`src/rtl/i2rd_pkg.sv`:
```
// Shared constants and register codes for the radix digit converter.
// No dependencies.
package i2rd_pkg;

    // Default sizes
    localparam int MAX_DIGITS_DEF = 32;
    localparam int VALUE_BITS_DEF = 31;

    // Field widths
    localparam int RADIX_W   = 6;
    localparam int CHAR_W    = 8;
    localparam int CFG_IDX_W = 3;
    localparam int CFG_DAT_W = 64;

    // Radix clamp limits
    localparam logic [RADIX_W-1:0] RADIX_MIN   = 6'd2;
    localparam logic [RADIX_W-1:0] RADIX_MAX   = 6'd40;
    localparam logic [RADIX_W-1:0] RADIX_RESET = 6'd10;

    // Configuration register indexes
    localparam logic [CFG_IDX_W-1:0] REG_RADIX   = 3'd0;
    localparam logic [CFG_IDX_W-1:0] REG_CHARS_0 = 3'd1;
    localparam logic [CFG_IDX_W-1:0] REG_CHARS_1 = 3'd2;
    localparam logic [CFG_IDX_W-1:0] REG_CHARS_2 = 3'd3;
    localparam logic [CFG_IDX_W-1:0] REG_CHARS_3 = 3'd4;
    localparam logic [CFG_IDX_W-1:0] REG_CHARS_4 = 3'd5;

    // Alphabet word select codes (digit bits 5..3)
    localparam logic [2:0] WORD_0 = 3'd0;
    localparam logic [2:0] WORD_1 = 3'd1;
    localparam logic [2:0] WORD_2 = 3'd2;
    localparam logic [2:0] WORD_3 = 3'd3;
    localparam logic [2:0] WORD_4 = 3'd4;

    typedef logic [CHAR_W-1:0] t_char;

endpackage

```
`src/rtl/i2rd_div.sv`:
```
// Bit-serial restoring divider: one quotient bit per cycle.
// Depends on i2rd_pkg for the divisor width.
module i2rd_div #(
    parameter int VALUE_BITS = i2rd_pkg::VALUE_BITS_DEF
) (
    input  logic                        i_clk,
    input  logic                        i_rst_n,
    input  logic                        i_start,
    input  logic [VALUE_BITS-1:0]       i_dividend,
    input  logic [i2rd_pkg::RADIX_W-1:0] i_divisor,
    output logic                        o_done,
    output logic [VALUE_BITS-1:0]       o_quot,
    output logic [i2rd_pkg::RADIX_W-1:0] o_rem
);
    import i2rd_pkg::*;

    localparam int CNT_W = $clog2(VALUE_BITS + 1);

    logic [VALUE_BITS-1:0] r_acc;
    logic [RADIX_W-1:0]    r_rem;
    logic [RADIX_W-1:0]    r_div;
    logic [CNT_W-1:0]      r_cnt;
    logic                  r_run;
    logic                  r_done;

    logic [RADIX_W:0]      w_shift;
    logic [RADIX_W:0]      w_diff;
    logic                  w_qbit;

    // Trial subtract of the divisor from the shifted partial remainder
    assign w_shift = {r_rem, r_acc[VALUE_BITS-1]};
    assign w_diff  = w_shift - {1'b0, r_div};
    assign w_qbit  = ~w_diff[RADIX_W];

    // Control: count down one step per quotient bit
    always_ff @(posedge i_clk) begin
        if (!i_rst_n) begin
            r_run  <= 1'b0;
            r_done <= 1'b0;
            r_cnt  <= '0;
        end else begin
            r_done <= 1'b0;
            if (i_start) begin
                r_run <= 1'b1;
                r_cnt <= CNT_W'(VALUE_BITS);
            end else if (r_run) begin
                r_cnt <= r_cnt - 1'b1;
                if (r_cnt == CNT_W'(1)) begin
                    r_run  <= 1'b0;
                    r_done <= 1'b1;
                end
            end
        end
    end

    // Datapath: quotient bits shift into the dividend register
    always_ff @(posedge i_clk) begin
        if (i_start) begin
            r_acc <= i_dividend;
            r_rem <= '0;
            r_div <= i_divisor;
        end else if (r_run) begin
            r_acc <= {r_acc[VALUE_BITS-2:0], w_qbit};
            r_rem <= w_qbit ? w_diff[RADIX_W-1:0] : w_shift[RADIX_W-1:0];
        end
    end

    assign o_done = r_done;
    assign o_quot = r_acc;
    assign o_rem  = r_rem;

endmodule

```
`src/rtl/integer_to_radix_digits_core.sv`:
```
// Top level of the radix digit converter: sequencer, digit buffer, alphabet.
// Depends on i2rd_pkg and i2rd_div.
//
// Usage: pulse start with i_magnitude while busy is low; the value is taken
// at that edge and busy rises. The block divides the value by the radix
// with a bit-serial divider, storing each remainder in a small digit
// buffer, until the quotient is zero. The digits are then played out
// most significant first, each beat a buffer read and then a character
// lookup, each beat shown for one cycle on o_digit_char with o_strobe
// high and o_is_last high on the final digit. At the default sizes the
// longest conversion is radix 2 with 31 digits.
// busy drops as the last beat is registered, so a new start may coincide
// with the last beat. The receiver cannot stall; beats are never held.
// Configuration: i_cfg_valid/o_cfg_ready write channel, always ready, with
// register index 0 the radix and 1..5 the alphabet words; write only while
// busy is low. Reset sets radix 10, clears the alphabet and the sequencer.
// Radix values below 2 act as 2 and above 40 act as 40.
module integer_to_radix_digits_core #(
    parameter int MAX_DIGITS = i2rd_pkg::MAX_DIGITS_DEF,
    parameter int VALUE_BITS = i2rd_pkg::VALUE_BITS_DEF
) (
    input  logic                          i_clk,
    input  logic                          i_rst_n,
    input  logic                          start,
    output logic                          busy,
    input  logic [VALUE_BITS-1:0]         i_magnitude,
    input  logic                          i_cfg_valid,
    output logic                          o_cfg_ready,
    input  logic [i2rd_pkg::CFG_IDX_W-1:0] i_cfg_index,
    input  logic [i2rd_pkg::CFG_DAT_W-1:0] i_cfg_data,
    output logic                          o_strobe,
    output logic [i2rd_pkg::CHAR_W-1:0]   o_digit_char,
    output logic                          o_is_last
);
    import i2rd_pkg::*;

    localparam int AW = $clog2(MAX_DIGITS);
    localparam int NW = $clog2(MAX_DIGITS + 1);

    localparam logic [2:0] S_IDLE   = 3'd0;
    localparam logic [2:0] S_DIV_GO = 3'd1;
    localparam logic [2:0] S_DIV_WT = 3'd2;
    localparam logic [2:0] S_RD     = 3'd3;
    localparam logic [2:0] S_EMIT   = 3'd4;

    // Configuration registers
    logic [RADIX_W-1:0]   r_radix;
    logic [CFG_DAT_W-1:0] r_chars_0;
    logic [CFG_DAT_W-1:0] r_chars_1;
    logic [CFG_DAT_W-1:0] r_chars_2;
    logic [CFG_DAT_W-1:0] r_chars_3;
    logic [CFG_DAT_W-1:0] r_chars_4;

    // Sequencer and datapath
    logic [2:0]            r_state;
    logic [VALUE_BITS-1:0] r_val;
    logic [NW-1:0]         r_n;
    logic [AW-1:0]         r_rd_ptr;
    logic [RADIX_W-1:0]    r_rd_digit;
    logic                  r_strobe;
    t_char                 r_out_char;
    logic                  r_out_last;

    // Digit buffer
    logic [RADIX_W-1:0]    mem_digits [MAX_DIGITS];

    logic                  w_accept;
    logic [RADIX_W-1:0]    w_radix;
    logic                  w_div_start;
    logic                  w_div_done;
    logic [VALUE_BITS-1:0] w_quot;
    logic [RADIX_W-1:0]    w_rem;
    logic                  w_room;
    logic [AW-1:0]         w_top_ptr;
    logic [CFG_DAT_W-1:0]  w_word;
    t_char                 w_char;

    assign w_accept    = start && !busy;
    assign busy        = (r_state != S_IDLE);
    assign o_cfg_ready = 1'b1;

    // Clamp the radix to its legal range
    always_comb begin
        if (r_radix < RADIX_MIN) begin
            w_radix = RADIX_MIN;
        end else if (r_radix > RADIX_MAX) begin
            w_radix = RADIX_MAX;
        end else begin
            w_radix = r_radix;
        end
    end

    // Register writes
    always_ff @(posedge i_clk) begin
        if (!i_rst_n) begin
            r_radix   <= RADIX_RESET;
            r_chars_0 <= '0;
            r_chars_1 <= '0;
            r_chars_2 <= '0;
            r_chars_3 <= '0;
            r_chars_4 <= '0;
        end else if (i_cfg_valid) begin
            unique case (i_cfg_index)
                REG_RADIX:   r_radix   <= i_cfg_data[RADIX_W-1:0];
                REG_CHARS_0: r_chars_0 <= i_cfg_data;
                REG_CHARS_1: r_chars_1 <= i_cfg_data;
                REG_CHARS_2: r_chars_2 <= i_cfg_data;
                REG_CHARS_3: r_chars_3 <= i_cfg_data;
                REG_CHARS_4: r_chars_4 <= i_cfg_data;
                default: ;
            endcase
        end
    end

    // Shared divider
    assign w_div_start = (r_state == S_DIV_GO);

    i2rd_div #(
        .VALUE_BITS (VALUE_BITS)
    ) u_div (
        .i_clk      (i_clk),
        .i_rst_n    (i_rst_n),
        .i_start    (w_div_start),
        .i_dividend (r_val),
        .i_divisor  (w_radix),
        .o_done     (w_div_done),
        .o_quot     (w_quot),
        .o_rem      (w_rem)
    );

    // Keep only the least significant MAX_DIGITS digits
    assign w_room    = (r_n != NW'(MAX_DIGITS));
    assign w_top_ptr = w_room ? r_n[AW-1:0] : AW'(r_n - 1'b1);

    // Store remainders, read the buffer one entry per cycle
    always_ff @(posedge i_clk) begin
        if (r_state == S_DIV_WT && w_div_done && w_room) begin
            mem_digits[r_n[AW-1:0]] <= w_rem;
        end
        r_rd_digit <= mem_digits[r_rd_ptr];
    end

    // Map a digit to its alphabet byte
    always_comb begin
        unique case (r_rd_digit[RADIX_W-1:3])
            WORD_0:  w_word = r_chars_0;
            WORD_1:  w_word = r_chars_1;
            WORD_2:  w_word = r_chars_2;
            WORD_3:  w_word = r_chars_3;
            WORD_4:  w_word = r_chars_4;
            default: w_word = '0;
        endcase
        w_char = w_word[{r_rd_digit[2:0], 3'b000} +: CHAR_W];
    end

    // Sequencer: divide until quotient is zero, then play digits out
    always_ff @(posedge i_clk) begin
        if (!i_rst_n) begin
            r_state  <= S_IDLE;
            r_strobe <= 1'b0;
            r_n      <= '0;
            r_rd_ptr <= '0;
        end else begin
            r_strobe <= 1'b0;
            unique case (r_state)
                S_IDLE: begin
                    if (w_accept) begin
                        r_n     <= '0;
                        r_state <= S_DIV_GO;
                    end
                end
                S_DIV_GO: begin
                    r_state <= S_DIV_WT;
                end
                S_DIV_WT: begin
                    if (w_div_done) begin
                        if (w_room) begin
                            r_n <= r_n + 1'b1;
                        end
                        if (w_quot == '0) begin
                            r_rd_ptr <= w_top_ptr;
                            r_state  <= S_RD;
                        end else begin
                            r_state <= S_DIV_GO;
                        end
                    end
                end
                S_RD: begin
                    r_state <= S_EMIT;
                end
                S_EMIT: begin
                    r_strobe <= 1'b1;
                    if (r_rd_ptr == '0) begin
                        r_state <= S_IDLE;
                    end else begin
                        r_rd_ptr <= r_rd_ptr - 1'b1;
                        r_state  <= S_RD;
                    end
                end
                default: r_state <= S_IDLE;
            endcase
        end
    end

    // Value register: load on accept, advance with each quotient
    always_ff @(posedge i_clk) begin
        if (w_accept) begin
            r_val <= i_magnitude;
        end else if (r_state == S_DIV_WT && w_div_done) begin
            r_val <= w_quot;
        end
    end

    // Output beat registers
    always_ff @(posedge i_clk) begin
        if (r_state == S_EMIT) begin
            r_out_char <= w_char;
            r_out_last <= (r_rd_ptr == '0);
        end
    end

    assign o_strobe     = r_strobe;
    assign o_digit_char = r_out_char;
    assign o_is_last    = r_out_last;

endmodule

```
`config.mk`:
```
export PLATFORM = sky130hd
export DESIGN_NAME = integer_to_radix_digits_core
export DESIGN_NICKNAME = d
export VERILOG_FILES = /design/src/rtl/i2rd_pkg.sv /design/src/rtl/i2rd_div.sv /design/src/rtl/integer_to_radix_digits_core.sv
export SDC_FILE = /design/constraint.sdc
export NUM_CORES = 1
export LEC_CHECK = 0
export ABC_AREA = 1
export BUFFER_PORTS_ARGS = -buffer_cell sky130_fd_sc_hd__buf_4
export CORE_ASPECT_RATIO = 1.25
export CORE_MARGIN = 2
export CORE_UTILIZATION = 62
export DETAILED_ROUTE_END_ITERATION = 16
export GPL_ROUTABILITY_DRIVEN = 0
export PLACE_DENSITY = 0.89
export SLEW_MARGIN = 40
export SYNTH_ARGS = -nofsm -noshare
export SYNTH_HDL_FRONTEND = slang
export SYNTH_SLANG_ARGS = --single-unit
export TNS_END_PERCENT = 10
```
`constraint.sdc`:
```
create_clock -name i_clk -period 2.73 [get_ports i_clk]
set_input_delay 0.1365 -clock i_clk [delete_from_list [all_inputs] [get_ports i_clk]]
set_output_delay 0.1365 -clock i_clk [all_outputs]
set_load 0.01 [all_outputs]
```
==> Yosys cells after proc, flatten, opt, wreduce, memory -nomap -nowiden <==
Memories as Yosys holds them, arrays and structs flattened. A register that Yosys moved wholly into a read port is not among the register bits.
Index checks and enable logic that the tools add are counted.
{ "totals": {"mem_count": 1, "word_cells": 107, "register_bits": 431, "input_bits": 102, "ram_bits": 192} }
{ "classes": {"muxes": 30, "eq_ne": 20, "shift": 1, "bitwise": 3, "addsub": 5, "magnitude_cmp": 2, "n_reduce_logical": 25} }
{ "memory_table": {"columns": ["name", "depth", "width", "read_ports", "rd_ports_with_merged_regs", "wr", "line_no", "rtl"], "rows": [
  ["mem_digits", 32, 6, 1, 1, 1, "integer_to_radix_digits_core.sv:65", "logic [RADIX_W-1:0] mem_digits [MAX_DIGITS];"]
]} }
{ "ops": {"columns": ["operator", "n"], "rows": [
  ["64-bit case mux with 5 select lines", 1],
  ["31-bit 2-to-1 mux", 4],
  ["64-bit by 7-bit variable part select with 8-bit output", 1],
  ["31-bit logical NOT", 1],
  ["5-bit 2-to-1 mux", 6],
  ["6-bit 2-to-1 mux", 5],
  ["3-bit by 2-bit == test with 1-bit output (second input constant)", 6],
  ["3-bit case mux with 5 select lines", 1],
  ["5-bit by 1-bit subtractor with 5-bit output (second input constant)", 3],
  ["2-bit AND reduction", 7],
  ["3-bit == test (second input constant)", 4],
  ["6-bit case mux with 2 select lines", 1],
  ["5-bit case mux with 2 select lines", 1],
  ["3-bit by 1-bit == test with 1-bit output (second input constant)", 3],
  ["3-bit logical NOT", 3],
  ["4-bit AND reduction", 2],
  ["2-bit nonzero test", 4],
  ["1-bit 2-to-1 mux", 7],
  ["7-bit by 6-bit subtractor with 7-bit output", 1],
  ["6-bit by 1-bit adder with 6-bit output (second input constant)", 1],
  ["6-bit greater-than comparator (second input constant)", 1],
  ["6-bit by 2-bit < comparator with 1-bit output (second input constant)", 1],
  ["3-bit 2-to-1 mux", 2],
  ["2-bit inequality test (second input constant)", 3],
  ["other kinds (11)", 17]
]} }

==> Depth between registers and ports, before layout <==
Gate-level depths: netlist of run 1.
{ "depth": {"ltp_word": 5, "mapped_depth": 13} }

==> Cells and area by module <==
Synthesis of run 1 repeated with hierarchy kept, for this count alone.
{ "unflattened": {"hier_cells": 3422, "hier_area_um2": 28043.1} }
{ "by_module_without_submodules": {"columns": ["module", "area_each_um2", "cells_per_inst", "n_inst"], "rows": [
  ["integer_to_radix_digits_core", 25622.1, 3147, 1],
  ["i2rd_div", 2421.1, 275, 1]
]} }

==> Worst setup path before layout of run 1 <==
OpenSTA, ideal clock, no wires.
{ "synth_path": {"path_kind": "reg2reg", "startpoint": "reg u_div.r_rem[0], in the netlist u_div.o_rem[0]", "endpoint": "reg u_div.r_rem[4], in the netlist u_div.o_rem[4]", "arrival_ps": 2203, "stages_incl_launch_ff": 11, "required_time_ps": 2616, "path_slack_ps": 413, "setup_time_ps": 114, "synth_period_minus_slack_ps": 2317, "n_path_buf": 0, "cell_sequence": "dfxtp_1 > inv_1 > fa_1 > o21ai_0 > nand2_1 > nand2_1 > nand2_1 > nand2_1 > nand2_1 > nand3_1 > nand2_1"} }
{ "synth_via": {"elab_chain_cells": 2} }
{ "synth_rtl": {"columns": ["item", "line_no", "rtl"], "rows": [
  ["start, declared", "i2rd_div.sv:20", "logic [RADIX_W-1:0] r_rem;"],
  ["start signal, assigned", "i2rd_div.sv:64", "r_rem <= w_qbit ? w_diff[RADIX_W-1:0] : w_shift[RADIX_W-1:0];"],
  ["7-bit by 6-bit subtractor with 7-bit output", "i2rd_div.sv:32", "assign w_diff = w_shift - {1'b0, r_div};"],
  ["6-bit 2-to-1 mux", "i2rd_div.sv:64", null]
]} }
Every way passes these cells.
A chain may end at the register's enable or synchronous reset.

==> Final worst setup path of run 1 <==
{ "layout_path": {"startpoint": "reg r_n[0]", "endpoint": "mem mem_digits[26][4] (enable)"} }
{ "layout_via": {"elab_chain_cells": 4} }
{ "layout_rtl": {"columns": ["item", "line_no", "rtl"], "rows": [
  ["start, declared", "integer_to_radix_digits_core.sv:57", "logic [NW-1:0] r_n;"],
  ["start signal, assigned", "integer_to_radix_digits_core.sv:178", "r_n <= r_n + 1'b1;"],
  ["6-bit inequality test", "integer_to_radix_digits_core.sv:132", "assign w_room = (r_n != NW'(MAX_DIGITS));"],
  ["1-bit logical AND", "integer_to_radix_digits_core.sv:137", "if (r_state == S_DIV_WT && w_div_done && w_room) begin"],
  ["1-bit 2-to-1 mux", "integer_to_radix_digits_core.sv:137", null],
  ["1-bit 2-to-1 mux (implied by the code)", "integer_to_radix_digits_core.sv:138", "mem_digits[r_n[AW-1:0]] <= w_rem;"],
  ["end, declared", "integer_to_radix_digits_core.sv:65", null]
]} }
Several ways; a longest one is shown, not always the timed one.

==> metrics.md, run 1 <==
| Metric | Value |
|---|---|
| Run status | `finished clean` |
| Critical Path Start Type | `register` |
| Final Power | `22230 uW` |
| Hpwl dp | `46440 um` |
| CTS max path bufs | `3` |
| Crit path max-delay family | `simple AND/OR/NAND/NOR gates` |
| Initial Utilization | `63.07%` |
| Critical Path, Cell by Cell | `inv_1, ha_1, nand2_1, nor2_1, nor3_2, nand2_1, nor2_1` |
| Row cnt | `86` |
| Ys flop type | `dfxtp_1` |
| Drt pass-1 iters | `7` |
| # diodes | `0` |
| Reg2reg end | `mem_digits[26][4]$_DFFE_PP_` |
| Post-synth EDFFs | `269` |
| Ys async rst share | `0%` |
| Die Y-Extent | `241.1 um` |
| Post-CTS setup buffer count | `0` |
| Hold_sp | `i_cfg_index[2]` |
| PortBufs | `112` |
| Gr usage total | `34.44%` |
| Initial antenna violation count | `1` |
| RSZ-0062 raised after global routing | `no` |
| Core Region | `0.04422 mm2` |
| Hold path cells | `5` |
| Setup Crit Path Kind | `register to register` |
| Max Clock Skew | `26.18 ps` |
| Global-route wire length before repair | `128200 um` |
| Clock Latency Late Sink | `640 ps` |
| Worst slew pin tran | `856.3 ps` |
| Maxcap violations | `0` |
| Final std cells w/o fill | `4142` |
| Setup TNS Final | `0 ps` |
| Final ANT Viol Nets | `0` |
| Wire per inst | `19.93 um` |
| Slowest CP cell | `nor2_1` |
| Largest cells by area after synthesis | `edfxtp_1 29%, dfxtp_1 26%, nor2_1 9.9%, o21ai_0 8.1%, nand2_1 6.7%` |
| Hold Crit Class | `input port to register` |
| Root buffer cell | `clkbuf_16` |
| Ys Warns | `0` |
| DRC errors left | `0` |
| H-Tree Depth | `2` |
| Register area share after synthesis | `54.80%` |
| Leakage Power | `0.01343 uW` |
| Worst path bufs/invs | `1` |
| Post-synth top cells | `732 x nor2_1, 500 x nand2_1, 451 x o21ai_0, 360 x dfxtp_1, 287 x nand3_1` |
| Max FO, Critical Path | `8` |
| Total gr overflow | `0` |
| Final slew viol count | `0` |
| Clock Sinks | `629` |
| Clock-pin slew on the worst setup and hold paths | `70 ps` |
| Share of cells above drive strength 1 | `9.524%` |
| Final setup vio count | `0` |
| Hold path endpoint | `r_radix[3]$_SDFFE_PN1P_` |
| Setup crit end kind | `register` |
| Fmax | `387.6 MHz` |
| Yosys reg bits | `629` |
| Final hold viol count | `0` |
| Post-synth top area share | `28.96%` |
| Synth Net Count | `3549` |
| Reg-to-Reg Start | `r_n[0]$_SDFFE_PN0P_` |
| Synth Area per Inst | `8.128 um2` |
| Vias/cell | `6.148` |
| Cell Area, Synth | `0.02789 mm2` |
| Max VDD drop | `0.7769 mV` |
| CTS Buf Count | `56` |
| Period utilisation layout | `94.51%` |
| Largest net degree at the start of global routing | `126` |
| Die X | `193.7 um` |
| Final net count | `3641` |
| Post-DP Area | `0.02917 mm2` |
| Die area | `0.04671 mm2` |
| Reg2Reg Setup Slack | `150 ps` |
| Fillers | `3005` |
| Routed WL | `82560 um` |
| Design Area, Final | `0.03210 mm2` |
| Tmin final | `2580 ps` |
| Top-count cell post-synth | `nor2_1` |
| Hold_ws | `49.56 ps` |
| Pwr per Cell Area | `692.4 mW/mm2` |
| Initial drt markers | `3687` |
| Slew margin rel. | `42.91%` |
| Vias in the first global route | `24260` |
| Crit path DAT | `2860 ps` |
| Post-synth cell types | `38` |
| Synthesis-to-finish area growth | `15.09%` |
| Placed cell count | `3941` |
| # IOs | `114` |
| Cells after Synth | `3432` |
| Top cell type by total area after synthesis | `edfxtp_1` |
| CTS tree | `done` |
| Reg2Reg Depth | `7` |
| CP Data Required Time | `3010 ps` |
| Max incr delay on CP | `610 ps` |
| Routed via count | `25470` |
==> registers in the layout (all words and copies together) (netlist names), 8 cells and up <==
signal,count
mem_digits,192
r_chars_0,64
r_chars_1,64
r_chars_2,64
r_chars_3,64
r_chars_4,64
r_val,31
u_div.o_quot,31
o_digit_char,8
==> cell usage in the layout, fill, tap and decap left out, types with 14 or more instances in the layout <==
master / synthesis / routed
nor2_1: 732 / 728
nand2_1: 500 / 500
o21ai_0: 451 / 451
dfxtp_1: 360 / 355
nand3_1: 287 / 285
edfxtp_1: 269 / 269
inv_1: 232 / 231
buf_4: 12 / 159
a21oi_1: 142 / 142
dlygate4sd3_1: 0 / 97
nand4_1: 90 / 90
clkbuf_16: 0 / 60
mux2_2: 30 / 30
o211ai_1: 27 / 27
clkinv_2: 0 / 15
buf_12: 0 / 15
ha_1: 14 / 14
==> worst reg2reg max path, cell delays in order, from the launching register on <==
cell	delay, ps
dfxtp_1	420
inv_1	150
ha_1	250
nand2_1	70
nor2_1	80
nor3_2	220
nand2_1	410
nor2_1	620
==> metal layers <==
layer  share of wire, %  global-route usage [%]  wire length [um]
met1                 35                   41.36             28780
met2                 48                   59.05             39830
met3                 11                   5.338              9096
met4                5.9                   20.50              4838
met5             0.0097                       0                 8
==> cell families (layout without fill, tap and decap cells) <==
group | Yosys count | in the layout | share of synthesized area (%)
buf+inv | 482 | 620 | 6.979
fa+ha+maj | 15 | 15 | 0.6997
flops | 629 | 629 | 54.80
other cells | 1 | 1 | 0.01344
xor+xnor | 7 | 7 | 0.2198
simple gates | 1629 | 1629 | 24.32
compound gates | 639 | 639 | 11.76
mux | 30 | 30 | 1.211
==> through the flow <==
stage	setup slack, ps	util, %
after floorplan	413.1	-
after global placement	370.1	65.85
after detailed placement	269.7	65.96
after CTS	239.7	72.59
after global routing	50.14	72.59
final	149.9	72.59
==> worst max-delay path by stage <==
stage,startpoint,to,cells past startpoint
5_1_grt,r_n[0]$_SDFFE_PN0P_,mem_digits[29][0]$_DFFE_PP_,7
4_1_cts,r_n[0]$_SDFFE_PN0P_,mem_digits[25][3]$_DFFE_PP_,7
6_report,r_n[0]$_SDFFE_PN0P_,mem_digits[26][4]$_DFFE_PP_,7
2_1_floorplan,u_div.o_rem[0]$_SDFFE_PP0P_,u_div.o_rem[4]$_SDFFE_PP0P_,10
3_5_place_dp,r_n[0]$_SDFFE_PN0P_,mem_digits[13][0]$_DFFE_PP_,7
3_3_place_gp,r_n[0]$_SDFFE_PN0P_,mem_digits[21][0]$_DFFE_PP_,7
==> final cells by class <==
| class | count | area, um2 | share of cell area (%) |
|---|---|---|---|
| inverter | 243 | 917.1 | 2.857 |
| clock buffer | 78 | 1689 | 5.262 |
| multi-input combinational | 2321 | 10710 | 33.37 |
| clock inverter | 26 | 269.0 | 0.8379 |
| tap | 572 | 715.7 | 2.229 |
| sequential | 629 | 15300 | 47.65 |
| timing repair buffer | 273 | 2504 | 7.799 |
==> where the power goes <==
group | internal, uW | switching, uW
Clock | 4730 | 3680
Sequential | 10800 | 326
Combinational | 852 | 1840
==> timing repair <==
action	4_1_cts	5_1_grt
hold endpoints to repair	360	0
hold buffers	97	0
resized for setup	0	0
No activity file was read; power rests on OpenSTA's default activity.
==> run 2, diff against run 1 <==
- CORE_MARGIN: 2 -> 4
==> metrics.md, run 2 (synthesized netlist as in run 1, its figures left out) <==
| Metric | Value |
|---|---|
| Run status | `finished clean` |
| DRC errors left | `0` |
| Commonest non-fill, non-tap cell in the layout | `nor2_1` |
| Drt pass-1 iters | `9` |
| Max reg flops | `192` |
| RSZ-0062 raised after global routing | `yes` |
| Vias in the first global route | `24190` |
| Max Clock Skew | `47.12 ps` |
| Commonest non-fill, non-tap cells in the layout | `727 x nor2_1, 500 x nand2_1, 451 x o21ai_0` |
| Root buffer cell | `clkbuf_16` |
| Post-CTS setup buffer count | `0` |
| CP Data Required Time | `2970 ps` |
| Max VDD drop | `0.6777 mV` |
| Total gr overflow | `0` |
| Final hold viol count | `0` |
| Slew margin rel. | `38.82%` |
| Row cnt | `86` |
| Die Y-Extent | `245.1 um` |
| Final net count | `3642` |
| Fillers | `3041` |
| Die X | `197.7 um` |
| Die area | `0.04847 mm2` |
| Clock Sinks | `629` |
| Initial Utilization | `62.92%` |
| Largest net degree at the start of global routing | `105` |
| Clock Latency Late Sink | `640 ps` |
| Vias/cell | `6.069` |
| Routed WL | `80320 um` |
| Clock-pin slew on the worst setup and hold paths | `70 ps` |
| Post-layout util | `72.19%` |
| Final ANT Viol Nets | `0` |
| Setup crit end kind | `register` |
| Maxcap violations | `0` |
| Period utilisation layout | `96.04%` |
| Fmax | `381.4 MHz` |
| Critical Path Start Type | `register` |
| Final setup vio count | `0` |
| H-Tree Depth | `2` |
| Design Area, Final | `0.03201 mm2` |
| Share of cells above drive strength 1 | `9.378%` |
| CTS Buf Count | `57` |
| Final std cells w/o fill | `4145` |
| Initial drt markers | `3393` |
| Leakage Power | `0.01334 uW` |
| Tmin final | `2622 ps` |
| Routed via count | `25160` |
| Max FO, Critical Path | `8` |
| Wire per inst | `19.38 um` |
| Hold Crit Class | `input port to register` |
| Global-route wire length before repair | `126500 um` |
| Pwr per Cell Area | `690.6 mW/mm2` |
| Placed cell count | `3941` |
| Synthesis-to-finish area growth | `14.74%` |
| Crit path DAT | `2860 ps` |
| Core Region | `0.04433 mm2` |
| Final slew viol count | `0` |
| Gr usage total | `32.21%` |
| # IOs | `114` |
| Hpwl dp | `45430 um` |
| Initial antenna violation count | `1` |
| PortBufs | `112` |
| Post-DP Area | `0.02910 mm2` |
| CTS max path bufs | `3` |
| FF/Latch Area | `0.01530 mm2` |
| Combined area of the multi-input logic cells | `0.01072 mm2` |
| Worst slew pin tran | `917.7 ps` |
| Hold_ws | `43.91 ps` |
| Setup Crit Path Kind | `register to register` |
| CTS tree | `done` |
-- run 2: cell count changes in the layout (fill, tap and decap cells not counted), moves of 2 or more --
cell,change
buf_4,+5
clkinvlp_4,+5
buf_12,-4
inv_6,+4
clkbuf_16,-2
clkbuf_8,-6
clkinv_2,-10
clkbuf_1,+9
-- run 2: final timing paths --
check / startpoint / end / slack (ps) / cells after the start
max: r_n[0]$_SDFFE_PN0P_ / mem_digits[9][3]$_DFFE_PP_ / 110 / 7
min: i_cfg_index[2] / r_radix[3]$_SDFFE_PN1P_ / 40 / 5
max reg2reg: r_n[0]$_SDFFE_PN0P_ / mem_digits[9][3]$_DFFE_PP_ / 110 / 7
min reg2reg: r_chars_2[40]$_SDFFE_PN0P_ / r_chars_2[40]$_SDFFE_PN0P_ / 440 / 2
-- run 2: cell type report --
type                            count  share of cell area, %
Inverter                          243                  2.858
Timing Repair Buffer              273                  7.604
Multi-Input combinational cell   2321                  33.48
Antenna cell                        1               0.007819
Tap cell                          572                  2.236
Sequential cell                   629                  47.79
Clock inverter                     27                  1.056
Clock buffer                       79                  4.969
-- run 2: routing by layer --
layer / GRT usage [%] / share of wire, % / vias up / wire, um
li1: - / - / 11570 / -
met1: 39.83 / 36 / 11540 / 28640
met2: 53.62 / 48 / 1650 / 38580
met3: 5.121 / 10 / 390 / 8349
met4: 18.35 / 5.9 / 2 / 4743
met5: 0 / 0.016 / - / 13
-- run 2: power breakdown --
| part | leakage, uW | switching (uW) | total (uW) | internal (uW) |
|---|---|---|---|---|
| Combinational | 0.00699 | 1830 | 2690 | 860 |
| Clock | 0.000925 | 3670 | 8280 | 4610 |
| Sequential | 0.00543 | 316 | 11100 | 10800 |
-- run 2: per-stage QoR --
step | power, uW | setup WS (ps) | TNS, ps
4_1_cts | 21990 | 189.5 | 0
3_5_place_dp | 13690 | 338.8 | 0
3_3_place_gp | 13580 | 422.0 | 0
6_report | 22100 | 108.0 | 0
5_1_grt | 22790 | -56.30 | -759.5
2_1_floorplan | 12680 | 413.1 | 0
-- run 2: repair_timing --
item                       CTS  global route
hold buffers                97             0
setup endpoints to repair    0            24
gates resized for setup      0             1
hold endpoints to repair   364             0
-- run 2: critical path, cell delays in order (launching register included) --
cell,delay (ps)
dfxtp_1,430
inv_1,160
ha_1,260
nand2_1,90
nor2_1,100
nor3_2,220
nand2_1,410
nor2_1,540
